`src/sv/rpd_pkg.sv`:
```
package rpd_pkg;

  // Input mode codes
  localparam logic [1:0] MODE_RISE = 2'd0;
  localparam logic [1:0] MODE_FALL = 2'd1;
  localparam logic [1:0] MODE_TICK = 2'd2;

  // Configuration register map
  localparam int unsigned APB_AW = 3;
  localparam int unsigned APB_DW = 32;
  localparam logic REG_TICKS_PER_US = 1'b0;
  localparam logic REG_TIMEOUT_US   = 1'b1;

  localparam logic [7:0]  TICKS_PER_US_RST = 8'd80;
  localparam logic [23:0] TIMEOUT_US_RST   = 24'd250000;

  // Pulse window and neutral point in microseconds
  localparam logic [31:0] WIDTH_LO  = 32'd900;
  localparam logic [31:0] WIDTH_HI  = 32'd2100;
  localparam logic [31:0] WIDTH_MID = 32'd1500;
  localparam logic [10:0] PULSE_MID = 11'd1500;

  // Reciprocals: x/500 = (x*RECIP_500) >> 26 for x < 2^17,
  // x/127 = (x*RECIP_127) >> 23 for x <= 64000
  localparam logic [17:0] RECIP_500 = 18'd134218;
  localparam int unsigned SHIFT_500 = 26;
  localparam logic [16:0] RECIP_127 = 17'd66053;
  localparam int unsigned SHIFT_127 = 23;

  localparam int unsigned QUEUE_DEPTH_DEF = 2;

  typedef enum logic [1:0] {
    OP_RISE,
    OP_FALL,
    OP_TICK,
    OP_NOP
  } op_e;

  typedef struct packed {
    op_e         op;
    logic [31:0] cap;
    logic [63:0] now;
  } cmd_t;

  typedef struct packed {
    logic [7:0]  ticks_per_us;
    logic [23:0] timeout_us;
  } cfg_t;

endpackage

```
`src/sv/rpd_if.sv`:
```
interface rpd_in_if;
  logic        valid;
  logic        ready;
  logic [1:0]  mode;
  logic [31:0] capture_ticks;
  logic [63:0] now_us;

  modport source (output valid, mode, capture_ticks, now_us, input ready);
  modport sink (input valid, mode, capture_ticks, now_us, output ready);
endinterface

interface rpd_out_if;
  logic              valid;
  logic              ready;
  logic signed [7:0] position;
  logic [10:0]       output_pulse_us;
  logic              timed_out;
  logic              timeout_began;
  logic              pulse_accepted;

  modport source (output valid, position, output_pulse_us, timed_out, timeout_began,
                  pulse_accepted, input ready);
  modport sink (input valid, position, output_pulse_us, timed_out, timeout_began,
                pulse_accepted, output ready);
endinterface

```
`src/sv/rc_pwm_pulse_decoder.sv`:
```
// Flow: a rising edge, update tick, unused mode or zero-divisor falling edge is answered in
//   the idle state; an accepted falling edge runs the bit-serial restoring divide, window
//   check and three scaling steps (scale, clamp, width); a rejected one skips the scaling.
// The back end takes one request at a time, only when idle and its result register is free.
// Reset (async, active low): ticks_per_us 80, timeout 250000 us, queue empty, decoder state
//   zero but for the held and shown pulse width, which resets to 1500 us.
module rc_pwm_pulse_decoder #(
  parameter int unsigned QueueDepth = rpd_pkg::QUEUE_DEPTH_DEF
) (
  input  logic                       clk_i,
  input  logic                       rst_ni,
  rpd_in_if.sink                     in_i,
  rpd_out_if.source                  out_o,
  input  logic                       psel,
  input  logic                       penable,
  input  logic                       pwrite,
  input  logic [rpd_pkg::APB_AW-1:0] paddr,
  input  logic [rpd_pkg::APB_DW-1:0] pwdata,
  output logic [rpd_pkg::APB_DW-1:0] prdata,
  output logic                       pready
);
  import rpd_pkg::*;

  cfg_t cfg_q;
  logic push_valid;
  logic push_ready;
  cmd_t push_cmd;
  logic pop_valid;
  logic pop_ready;
  cmd_t pop_cmd;

  // Configuration registers
  assign pready = 1'b1;
  assign prdata = (paddr[2] == REG_TIMEOUT_US) ? {8'd0, cfg_q.timeout_us}
                                               : {24'd0, cfg_q.ticks_per_us};

  always_ff @(posedge clk_i or negedge rst_ni) begin
    if (!rst_ni) begin
      cfg_q.ticks_per_us <= TICKS_PER_US_RST;
      cfg_q.timeout_us   <= TIMEOUT_US_RST;
    end else if (psel && penable && pwrite && pready) begin
      if (paddr[2] == REG_TICKS_PER_US) begin
        cfg_q.ticks_per_us <= pwdata[7:0];
      end else begin
        cfg_q.timeout_us <= pwdata[23:0];
      end
    end
  end

  rpd_front u_front (
    .clk_i,
    .rst_ni,
    .in_i,
    .push_valid_o (push_valid),
    .push_ready_i (push_ready),
    .push_cmd_o   (push_cmd)
  );

  rpd_queue #(
    .Depth (QueueDepth)
  ) u_queue (
    .clk_i,
    .rst_ni,
    .push_valid_i (push_valid),
    .push_ready_o (push_ready),
    .push_cmd_i   (push_cmd),
    .pop_valid_o  (pop_valid),
    .pop_ready_i  (pop_ready),
    .pop_cmd_o    (pop_cmd)
  );

  rpd_back u_back (
    .clk_i,
    .rst_ni,
    .cfg_i       (cfg_q),
    .pop_valid_i (pop_valid),
    .pop_ready_o (pop_ready),
    .pop_cmd_i   (pop_cmd),
    .out_o
  );

endmodule

```
`src/sv/rpd_front.sv`:
```
module rpd_front (
  input  logic         clk_i,
  input  logic         rst_ni,
  rpd_in_if.sink       in_i,
  output logic         push_valid_o,
  input  logic         push_ready_i,
  output rpd_pkg::cmd_t push_cmd_o
);
  import rpd_pkg::*;

  logic valid_q;
  cmd_t cmd_q;
  op_e  op;

  // Classify the request by its mode
  always_comb begin
    case (in_i.mode)
      MODE_RISE: op = OP_RISE;
      MODE_FALL: op = OP_FALL;
      MODE_TICK: op = OP_TICK;
      default:   op = OP_NOP;
    endcase
  end

  assign in_i.ready   = !valid_q || push_ready_i;
  assign push_valid_o = valid_q;
  assign push_cmd_o   = cmd_q;

  // Hold the classified request until the queue takes it
  always_ff @(posedge clk_i or negedge rst_ni) begin
    if (!rst_ni) begin
      valid_q <= 1'b0;
    end else if (in_i.ready) begin
      valid_q <= in_i.valid;
    end
  end

  always_ff @(posedge clk_i) begin
    if (in_i.valid && in_i.ready) begin
      cmd_q <= '{op: op, cap: in_i.capture_ticks, now: in_i.now_us};
    end
  end

endmodule

```
`src/sv/rpd_queue.sv`:
```
module rpd_queue #(
  parameter int unsigned Depth = rpd_pkg::QUEUE_DEPTH_DEF
) (
  input  logic          clk_i,
  input  logic          rst_ni,
  input  logic          push_valid_i,
  output logic          push_ready_o,
  input  rpd_pkg::cmd_t push_cmd_i,
  output logic          pop_valid_o,
  input  logic          pop_ready_i,
  output rpd_pkg::cmd_t pop_cmd_o
);
  import rpd_pkg::*;

  localparam int unsigned IdxW = (Depth > 1) ? $clog2(Depth) : 1;
  localparam int unsigned CntW = $clog2(Depth + 1);
  localparam logic [IdxW-1:0] LastIdx = IdxW'(Depth - 1);

  cmd_t            mem_q [Depth];
  logic [IdxW-1:0] wr_ptr_q;
  logic [IdxW-1:0] rd_ptr_q;
  logic [CntW-1:0] count_q;
  logic            push;
  logic            pop;

  assign push_ready_o = count_q != CntW'(Depth);
  assign pop_valid_o  = count_q != '0;
  assign pop_cmd_o    = mem_q[rd_ptr_q];
  assign push         = push_valid_i && push_ready_o;
  assign pop          = pop_valid_o && pop_ready_i;

  // Advance pointers and fill count
  always_ff @(posedge clk_i or negedge rst_ni) begin
    if (!rst_ni) begin
      wr_ptr_q <= '0;
      rd_ptr_q <= '0;
      count_q  <= '0;
    end else begin
      if (push) begin
        wr_ptr_q <= (wr_ptr_q == LastIdx) ? '0 : wr_ptr_q + 1'b1;
      end
      if (pop) begin
        rd_ptr_q <= (rd_ptr_q == LastIdx) ? '0 : rd_ptr_q + 1'b1;
      end
      if (push && !pop) begin
        count_q <= count_q + 1'b1;
      end else if (pop && !push) begin
        count_q <= count_q - 1'b1;
      end
    end
  end

  always_ff @(posedge clk_i) begin
    if (push) begin
      mem_q[wr_ptr_q] <= push_cmd_i;
    end
  end

endmodule

```
`src/sv/rpd_back.sv`:
```
module rpd_back (
  input  logic          clk_i,
  input  logic          rst_ni,
  input  rpd_pkg::cfg_t cfg_i,
  input  logic          pop_valid_i,
  output logic          pop_ready_o,
  input  rpd_pkg::cmd_t pop_cmd_i,
  rpd_out_if.source     out_o
);
  import rpd_pkg::*;

  typedef enum logic [2:0] {
    S_IDLE,
    S_DIV,
    S_CHECK,
    S_SCALE,
    S_CLAMP,
    S_WIDTH,
    S_FIN
  } state_e;

  state_e            state_q;
  logic [31:0]       start_q;
  logic signed [7:0] pos_q;
  logic [63:0]       ptime_q;
  logic              lost_q;
  logic [10:0]       opulse_q;
  logic [31:0]       cap_q;
  logic [63:0]       now_q;
  logic [7:0]        rem_q;
  logic [31:0]       quo_q;
  logic [4:0]        cnt_q;
  logic              neg_q;
  logic              acc_q;
  logic [16:0]       x_q;
  logic [34:0]       prod_q;
  logic [15:0]       wx_q;
  logic [32:0]       wprod_q;

  logic              out_valid_q;
  logic signed [7:0] out_pos_q;
  logic [10:0]       out_pulse_q;
  logic              out_lost_q;
  logic              out_began_q;
  logic              out_acc_q;

  logic        out_free;
  logic        pop;
  logic [63:0] elapsed;
  logic        expired;
  logic [8:0]  div_r;
  logic        div_ge;
  logic [7:0]  div_rem;
  logic        width_ok;
  logic [9:0]  dev;
  logic [8:0]  scale_q9;
  logic [7:0]  mag;
  logic [16:0] mag500;
  logic [8:0]  back_q9;

  assign out_free    = !out_valid_q || out_o.ready;
  assign pop_ready_o = (state_q == S_IDLE) && out_free;
  assign pop         = pop_valid_i && pop_ready_o;

  assign out_o.valid           = out_valid_q;
  assign out_o.position        = out_pos_q;
  assign out_o.output_pulse_us = out_pulse_q;
  assign out_o.timed_out       = out_lost_q;
  assign out_o.timeout_began   = out_began_q;
  assign out_o.pulse_accepted  = out_acc_q;

  // Timeout test on an update tick
  assign elapsed = pop_cmd_i.now - ptime_q;
  assign expired = elapsed > {40'd0, cfg_i.timeout_us};

  // One restoring divide step per cycle
  assign div_r   = {rem_q, quo_q[31]};
  assign div_ge  = div_r >= {1'b0, cfg_i.ticks_per_us};
  assign div_rem = div_ge ? 8'(div_r - {1'b0, cfg_i.ticks_per_us}) : div_r[7:0];

  // Window check and distance from neutral
  assign width_ok = (quo_q >= WIDTH_LO) && (quo_q <= WIDTH_HI);
  assign dev      = (quo_q >= WIDTH_MID) ? 10'(quo_q - WIDTH_MID) : 10'(WIDTH_MID - quo_q);

  // Clamp the scaled magnitude and map it back to microseconds
  assign scale_q9 = prod_q[SHIFT_500+8:SHIFT_500];
  always_comb begin
    if (neg_q) begin
      mag = (scale_q9 > 9'd128) ? 8'd128 : scale_q9[7:0];
    end else begin
      mag = (scale_q9 > 9'd127) ? 8'd127 : scale_q9[7:0];
    end
  end
  assign mag500  = {mag, 9'd0} - {6'd0, mag, 3'd0} - {7'd0, mag, 2'd0};
  assign back_q9 = wprod_q[SHIFT_127+8:SHIFT_127];

  // Sequencer, decoder state and result register
  always_ff @(posedge clk_i or negedge rst_ni) begin
    if (!rst_ni) begin
      state_q     <= S_IDLE;
      start_q     <= '0;
      pos_q       <= '0;
      ptime_q     <= '0;
      lost_q      <= 1'b0;
      opulse_q    <= PULSE_MID;
      out_valid_q <= 1'b0;
      out_pos_q   <= '0;
      out_pulse_q <= PULSE_MID;
      out_lost_q  <= 1'b0;
      out_began_q <= 1'b0;
      out_acc_q   <= 1'b0;
      cap_q       <= '0;
      now_q       <= '0;
      rem_q       <= '0;
      quo_q       <= '0;
      cnt_q       <= '0;
      neg_q       <= 1'b0;
      acc_q       <= 1'b0;
      x_q         <= '0;
      prod_q      <= '0;
      wx_q        <= '0;
      wprod_q     <= '0;
    end else begin
      if (out_valid_q && out_o.ready) begin
        out_valid_q <= 1'b0;
      end
      case (state_q)
        S_IDLE: begin
          if (pop) begin
            out_pos_q   <= pos_q;
            out_pulse_q <= opulse_q;
            out_lost_q  <= lost_q;
            out_began_q <= 1'b0;
            out_acc_q   <= 1'b0;
            case (pop_cmd_i.op)
              OP_RISE: begin
                start_q     <= pop_cmd_i.cap;
                out_valid_q <= 1'b1;
              end
              OP_FALL: begin
                if (cfg_i.ticks_per_us == '0) begin
                  start_q     <= pop_cmd_i.cap;
                  out_valid_q <= 1'b1;
                end else begin
                  cap_q   <= pop_cmd_i.cap;
                  now_q   <= pop_cmd_i.now;
                  rem_q   <= '0;
                  quo_q   <= pop_cmd_i.cap - start_q;
                  cnt_q   <= '0;
                  state_q <= S_DIV;
                end
              end
              OP_TICK: begin
                if (expired) begin
                  pos_q       <= '0;
                  ptime_q     <= pop_cmd_i.now;
                  lost_q      <= 1'b1;
                  opulse_q    <= PULSE_MID;
                  out_pos_q   <= '0;
                  out_pulse_q <= PULSE_MID;
                  out_lost_q  <= 1'b1;
                  out_began_q <= !lost_q;
                end
                out_valid_q <= 1'b1;
              end
              default: begin
                out_valid_q <= 1'b1;
              end
            endcase
          end
        end
        S_DIV: begin
          rem_q <= div_rem;
          quo_q <= {quo_q[30:0], div_ge};
          cnt_q <= cnt_q + 1'b1;
          if (cnt_q == 5'd31) begin
            state_q <= S_CHECK;
          end
        end
        S_CHECK: begin
          acc_q <= width_ok;
          neg_q <= quo_q < WIDTH_MID;
          x_q   <= {dev, 7'd0} - {7'd0, dev};
          if (width_ok) begin
            state_q <= S_SCALE;
          end else begin
            start_q <= cap_q;
            state_q <= S_FIN;
          end
        end
        S_SCALE: begin
          prod_q  <= 35'(x_q * RECIP_500);
          state_q <= S_CLAMP;
        end
        S_CLAMP: begin
          pos_q   <= neg_q ? $signed(8'(-mag)) : $signed(mag);
          ptime_q <= now_q;
          lost_q  <= 1'b0;
          wx_q    <= mag500[15:0];
          state_q <= S_WIDTH;
        end
        S_WIDTH: begin
          wprod_q <= 33'(wx_q * RECIP_127);
          state_q <= S_FIN;
        end
        S_FIN: begin
          if (out_free) begin
            out_pos_q   <= pos_q;
            out_lost_q  <= lost_q;
            out_began_q <= 1'b0;
            out_acc_q   <= acc_q;
            out_valid_q <= 1'b1;
            if (acc_q) begin
              opulse_q    <= neg_q ? PULSE_MID - {2'd0, back_q9} : PULSE_MID + {2'd0, back_q9};
              out_pulse_q <= neg_q ? PULSE_MID - {2'd0, back_q9} : PULSE_MID + {2'd0, back_q9};
            end else begin
              out_pulse_q <= opulse_q;
            end
            state_q <= S_IDLE;
          end
        end
        default: begin
          state_q <= S_IDLE;
        end
      endcase
    end
  end

endmodule

```
`src/flat_wrapper.sv`:
```
// flat-port wrapper written by rule: the top's interface ports become plain ports
module rc_pwm_pulse_decoder_flat import rpd_pkg::*;
#(
  parameter int unsigned QueueDepth = rpd_pkg::QUEUE_DEPTH_DEF
)
  (clk_i, rst_ni, psel, penable, pwrite, paddr, pwdata, prdata, pready, in_i_valid, in_i_mode, in_i_capture_ticks, in_i_now_us, in_i_ready, out_o_valid, out_o_position, out_o_output_pulse_us, out_o_timed_out, out_o_timeout_began, out_o_pulse_accepted, out_o_ready);
  rpd_in_if in_i_i ();
  rpd_out_if out_o_i ();
  input  logic clk_i;
  input  logic rst_ni;
  input  logic psel;
  input  logic penable;
  input  logic pwrite;
  input  logic [rpd_pkg::APB_AW-1:0] paddr;
  input  logic [rpd_pkg::APB_DW-1:0] pwdata;
  output logic [rpd_pkg::APB_DW-1:0] prdata;
  output logic pready;
  input wire logic [$bits(in_i_i.valid)-1:0] in_i_valid;
  input wire logic [$bits(in_i_i.mode)-1:0] in_i_mode;
  input wire logic [$bits(in_i_i.capture_ticks)-1:0] in_i_capture_ticks;
  input wire logic [$bits(in_i_i.now_us)-1:0] in_i_now_us;
  output wire logic [$bits(in_i_i.ready)-1:0] in_i_ready;
  output wire logic [$bits(out_o_i.valid)-1:0] out_o_valid;
  output wire logic [$bits(out_o_i.position)-1:0] out_o_position;
  output wire logic [$bits(out_o_i.output_pulse_us)-1:0] out_o_output_pulse_us;
  output wire logic [$bits(out_o_i.timed_out)-1:0] out_o_timed_out;
  output wire logic [$bits(out_o_i.timeout_began)-1:0] out_o_timeout_began;
  output wire logic [$bits(out_o_i.pulse_accepted)-1:0] out_o_pulse_accepted;
  input wire logic [$bits(out_o_i.ready)-1:0] out_o_ready;
  assign in_i_i.valid = in_i_valid;
  assign in_i_i.mode = in_i_mode;
  assign in_i_i.capture_ticks = in_i_capture_ticks;
  assign in_i_i.now_us = in_i_now_us;
  assign in_i_ready = in_i_i.ready;
  assign out_o_valid = out_o_i.valid;
  assign out_o_position = out_o_i.position;
  assign out_o_output_pulse_us = out_o_i.output_pulse_us;
  assign out_o_timed_out = out_o_i.timed_out;
  assign out_o_timeout_began = out_o_i.timeout_began;
  assign out_o_pulse_accepted = out_o_i.pulse_accepted;
  assign out_o_i.ready = out_o_ready;
  rc_pwm_pulse_decoder #(.QueueDepth(QueueDepth)) u_core (.clk_i(clk_i), .rst_ni(rst_ni), .in_i(in_i_i), .out_o(out_o_i), .psel(psel), .penable(penable), .pwrite(pwrite), .paddr(paddr), .pwdata(pwdata), .prdata(prdata), .pready(pready));
endmodule
```
`config.mk`:
```
export PLATFORM = sky130hd
export DESIGN_NAME = rc_pwm_pulse_decoder_flat
export DESIGN_NICKNAME = d
export VERILOG_FILES = /design/src/sv/rpd_pkg.sv /design/src/sv/rpd_if.sv /design/src/sv/rc_pwm_pulse_decoder.sv /design/src/sv/rpd_front.sv /design/src/sv/rpd_queue.sv /design/src/sv/rpd_back.sv /design/src/flat_wrapper.sv
export SDC_FILE = /design/constraint.sdc
export NUM_CORES = 2
export LEC_CHECK = 0
export ABC_AREA = 1
export BUFFER_PORTS_ARGS = -buffer_cell sky130_fd_sc_hd__buf_2
export CAP_MARGIN = 10
export CORE_MARGIN = 5
export CORE_UTILIZATION = 26
export DETAILED_ROUTE_END_ITERATION = 16
export HOLD_SLACK_MARGIN = 0.06
export PLACE_DENSITY_LB_ADDON = 0.2
export SYNTH_ARGS = -nofsm -noshare
export SYNTH_HDL_FRONTEND = slang
export SYNTH_SLANG_ARGS = --single-unit
```
`constraint.sdc`:
```
create_clock -name clk_i -period 15.39 [get_ports clk_i]
set_input_delay 3.078 -clock clk_i [delete_from_list [all_inputs] [get_ports clk_i]]
set_output_delay 3.078 -clock clk_i [all_outputs]
set_load 0.01 [all_outputs]
```
==> reports/results.ini <==
[worst_setup_path]
crit_arrival_ns = 4.57
cp-start-kind = input port
crit_required_ns = 12.31
end_kind = primary output
path_class = in2out
cp_max_fo = 33

[timing]
max_freq_mhz = 130.8
hold_violations = 0
finalSetupViolations = 0
drv_slew = 0
post-route-min-period_ns = 7.646
grt_setup_unrepaired = false
fin_setup_tns_ns = 0
period_share = 0.4968
max_slew_margin = 0.2711
fin_hold_ws_ns = 0.4430
tightest_slew_ns = 1.093
finClkSkew_ns = 0.03935

[grt]
grt_pass1_wl_um = 186100
grt_usage = 0.1403
antenna_found_initial = 3
globalRouteOverflowTotal = 0
grt_pass1_vias = 32040
grt_max_degree = 198

[final_layout]
layoutNonFillerInstCount = 7258
final_nets = 5692
synthToLayoutAreaGrowth_pct = 14.04
fill_cells = 16980
drive_gt1_frac = 0.09103

[synth]
yosysWarnings = 0
synthFlopType = dfrtp_1
synth_commonest_cells = 1,293 x nand2_1, 843 x inv_1, 383 x o21ai_0
ys_ff_latch = 654
netlist.area_leader.share = 0.2130
yosys.area.top_type = edfxtp_1
syn_inst = 4963
post_synth.cell_area_avg_um2 = 8.353
synth-edff-count = 294
synth_cell_types = 61
yosysSeqAreaShare = 0.4307
async_flop_share = 0.5505
yosys-top-cells-area = edfxtp_1 21%, dfrtp_1 21%, nand2_1 12%
netlist_area_mm2 = 0.04146
synth_most_common_cell = nand2_1

[outcome]
status = complete, no violations

[clock_network]
root_buffer = clkbuf_16
holdBufCountCts = 0
clk_latency_ns = 0.67
clock_path_buffers = 3
clock_sinks = 654
cts_tree = yes
cts_buffers = 79
postCtsSetupBuffers = 0
h-tree-depth = 3
post_cts_resized = 0
cts.clk_slew.worst_paths_ns = 0.06

[die]
start_util = 0.2618
core_area_mm2 = 0.1584
die_area_mm2 = 0.1675
die_h_um = 409.3
die_w_um = 409.3
num_rows = 146
io_pins = 197

[worst_hold_path]
min_path_type = reg2reg

[routing]
avgViaCountPerCell = 4.439
postRouteAntennaNets = 0
first_iter_violations = 1866
finalWirelength_um = 118800
dr.pass1.iters = 6
wire_per_inst_um = 16.36
vias = 32220
drc = 0

[job]
max_cap_violations = 0

[place]
io_buffer_count = 177
dp.cells = 7111
gp_routability_congestion = 0.8886
hpwlAfterDp_um = 90370

==> metal layers <==
layer	track usage	vias up	part of all wire
li1	-	16440	-
met1	0.1961	15170	0.49
met2	0.2321	469	0.46
met3	0.01826	138	0.034
met4	0.03074	4	0.019
met5	0	-	0.00018
==> area by class of cell <==
class,count,area [um^2],share of cell area
Clock buffer,116,2288,0.04841
Inverter,851,3199,0.06767
Tap cell,2072,2592,0.05484
Sequential cell,654,17860,0.3778
Clock inverter,30,416.7,0.008813
Timing Repair Buffer,201,1089,0.02303
Multi-Input combinational cell,3333,19830,0.4194
Antenna cell,1,2.502,0.00005293
==> path summary, 6_finish.rpt <==
check,depth (start not counted),startpoint,slack [ns],to
max,3,paddr[2],7.74,prdata[1]
max reg2reg,27,u_core.u_queue.rd_ptr_q,8.16,u_core.u_back.ptime_q[59]
min reg2reg,0,u_core.u_front.push_cmd_o[15],0.44,u_core.u_queue.mem_q[0][15]
min in group asynchronous,1,rst_ni,2.39,u_core.u_back.wprod_q[29]
min,0,u_core.u_front.push_cmd_o[15],0.44,u_core.u_queue.mem_q[0][15]
max in group asynchronous,3,rst_ni,10.83,u_core.u_back.now_q[51]
==> cell usage in the layout (no fill, tap or decap), types with 9 or more instances in the layout <==
| cell type | netlist | layout |
|---|---|---|
| xor2_1 | 71 | 71 |
| dfrtp_1 | 344 | 343 |
| o21a_1 | 13 | 13 |
| a21oi_1 | 223 | 223 |
| conb_1 | 2 | 9 |
| a21o_1 | 9 | 9 |
| ha_1 | 378 | 378 |
| o22ai_1 | 13 | 13 |
| clkbuf_1 | 88 | 22 |
| nand3b_1 | 13 | 13 |
| nand2_1 | 1293 | 1292 |
| nand2_2 | 8 | 9 |
| o211ai_1 | 46 | 46 |
| a31oi_1 | 18 | 18 |
| clkbuf_8 | 0 | 13 |
| nor2_1 | 306 | 302 |
| fa_1 | 54 | 54 |
| buf_2 | 5 | 176 |
| o21ai_0 | 383 | 382 |
| nor4_1 | 9 | 9 |
| nand4_1 | 39 | 39 |
| clkbuf_16 | 0 | 81 |
| nand3_1 | 228 | 228 |
| nor3_1 | 27 | 27 |
| edfxtp_1 | 294 | 294 |
| inv_1 | 843 | 841 |
| mux2_2 | 93 | 93 |
| dfstp_2 | 16 | 16 |
| buf_4 | 10 | 23 |
| xnor2_1 | 17 | 17 |
| o21bai_1 | 11 | 11 |
==> sequential cells by signal, indices dropped and copies added, names as in the netlist, 32 cells and up <==
register	cells
u_core.u_queue.mem_q	196
u_core.u_back.cap_q	32
u_core.u_back.start_q	32
u_core.u_back.ptime_q	64
u_core.cfg_q	32
u_core.u_front.push_cmd_o	98
u_core.u_back.now_q	64
u_core.u_back.quo_q	32
==> metrics by stage <==
stage	instance area, um^2	worst slack, ns	utilization
final	47280	7.744	0.2985
after global routing	47270	7.424	0.2985
after CTS	47270	7.771	0.2985
after detailed placement	44570	7.827	0.2814
after global placement	44570	7.796	0.2814
after floorplan	41480	8.767	-
==> critical path, cell delays in order <==
cell and delay (ns):
buf_2 0.32, o21ai_0 0.86, buf_2 0.29
==> kinds of logic after synthesis <==
kind of cell,share of synthesized area
other,0.0001812
AND/OR/NAND/NOR,0.1913
flip-flops,0.4307
AO/OA/AOI/OAI,0.1009
multiplexers,0.02574
XOR/XNOR,0.01859
buffers and inverters,0.09242
adder cells (fa/ha/maj),0.1402
Power is left out: the tool's default activity adds up to more than one toggle a clock period on the data nets, which glitch-free logic cannot reach.
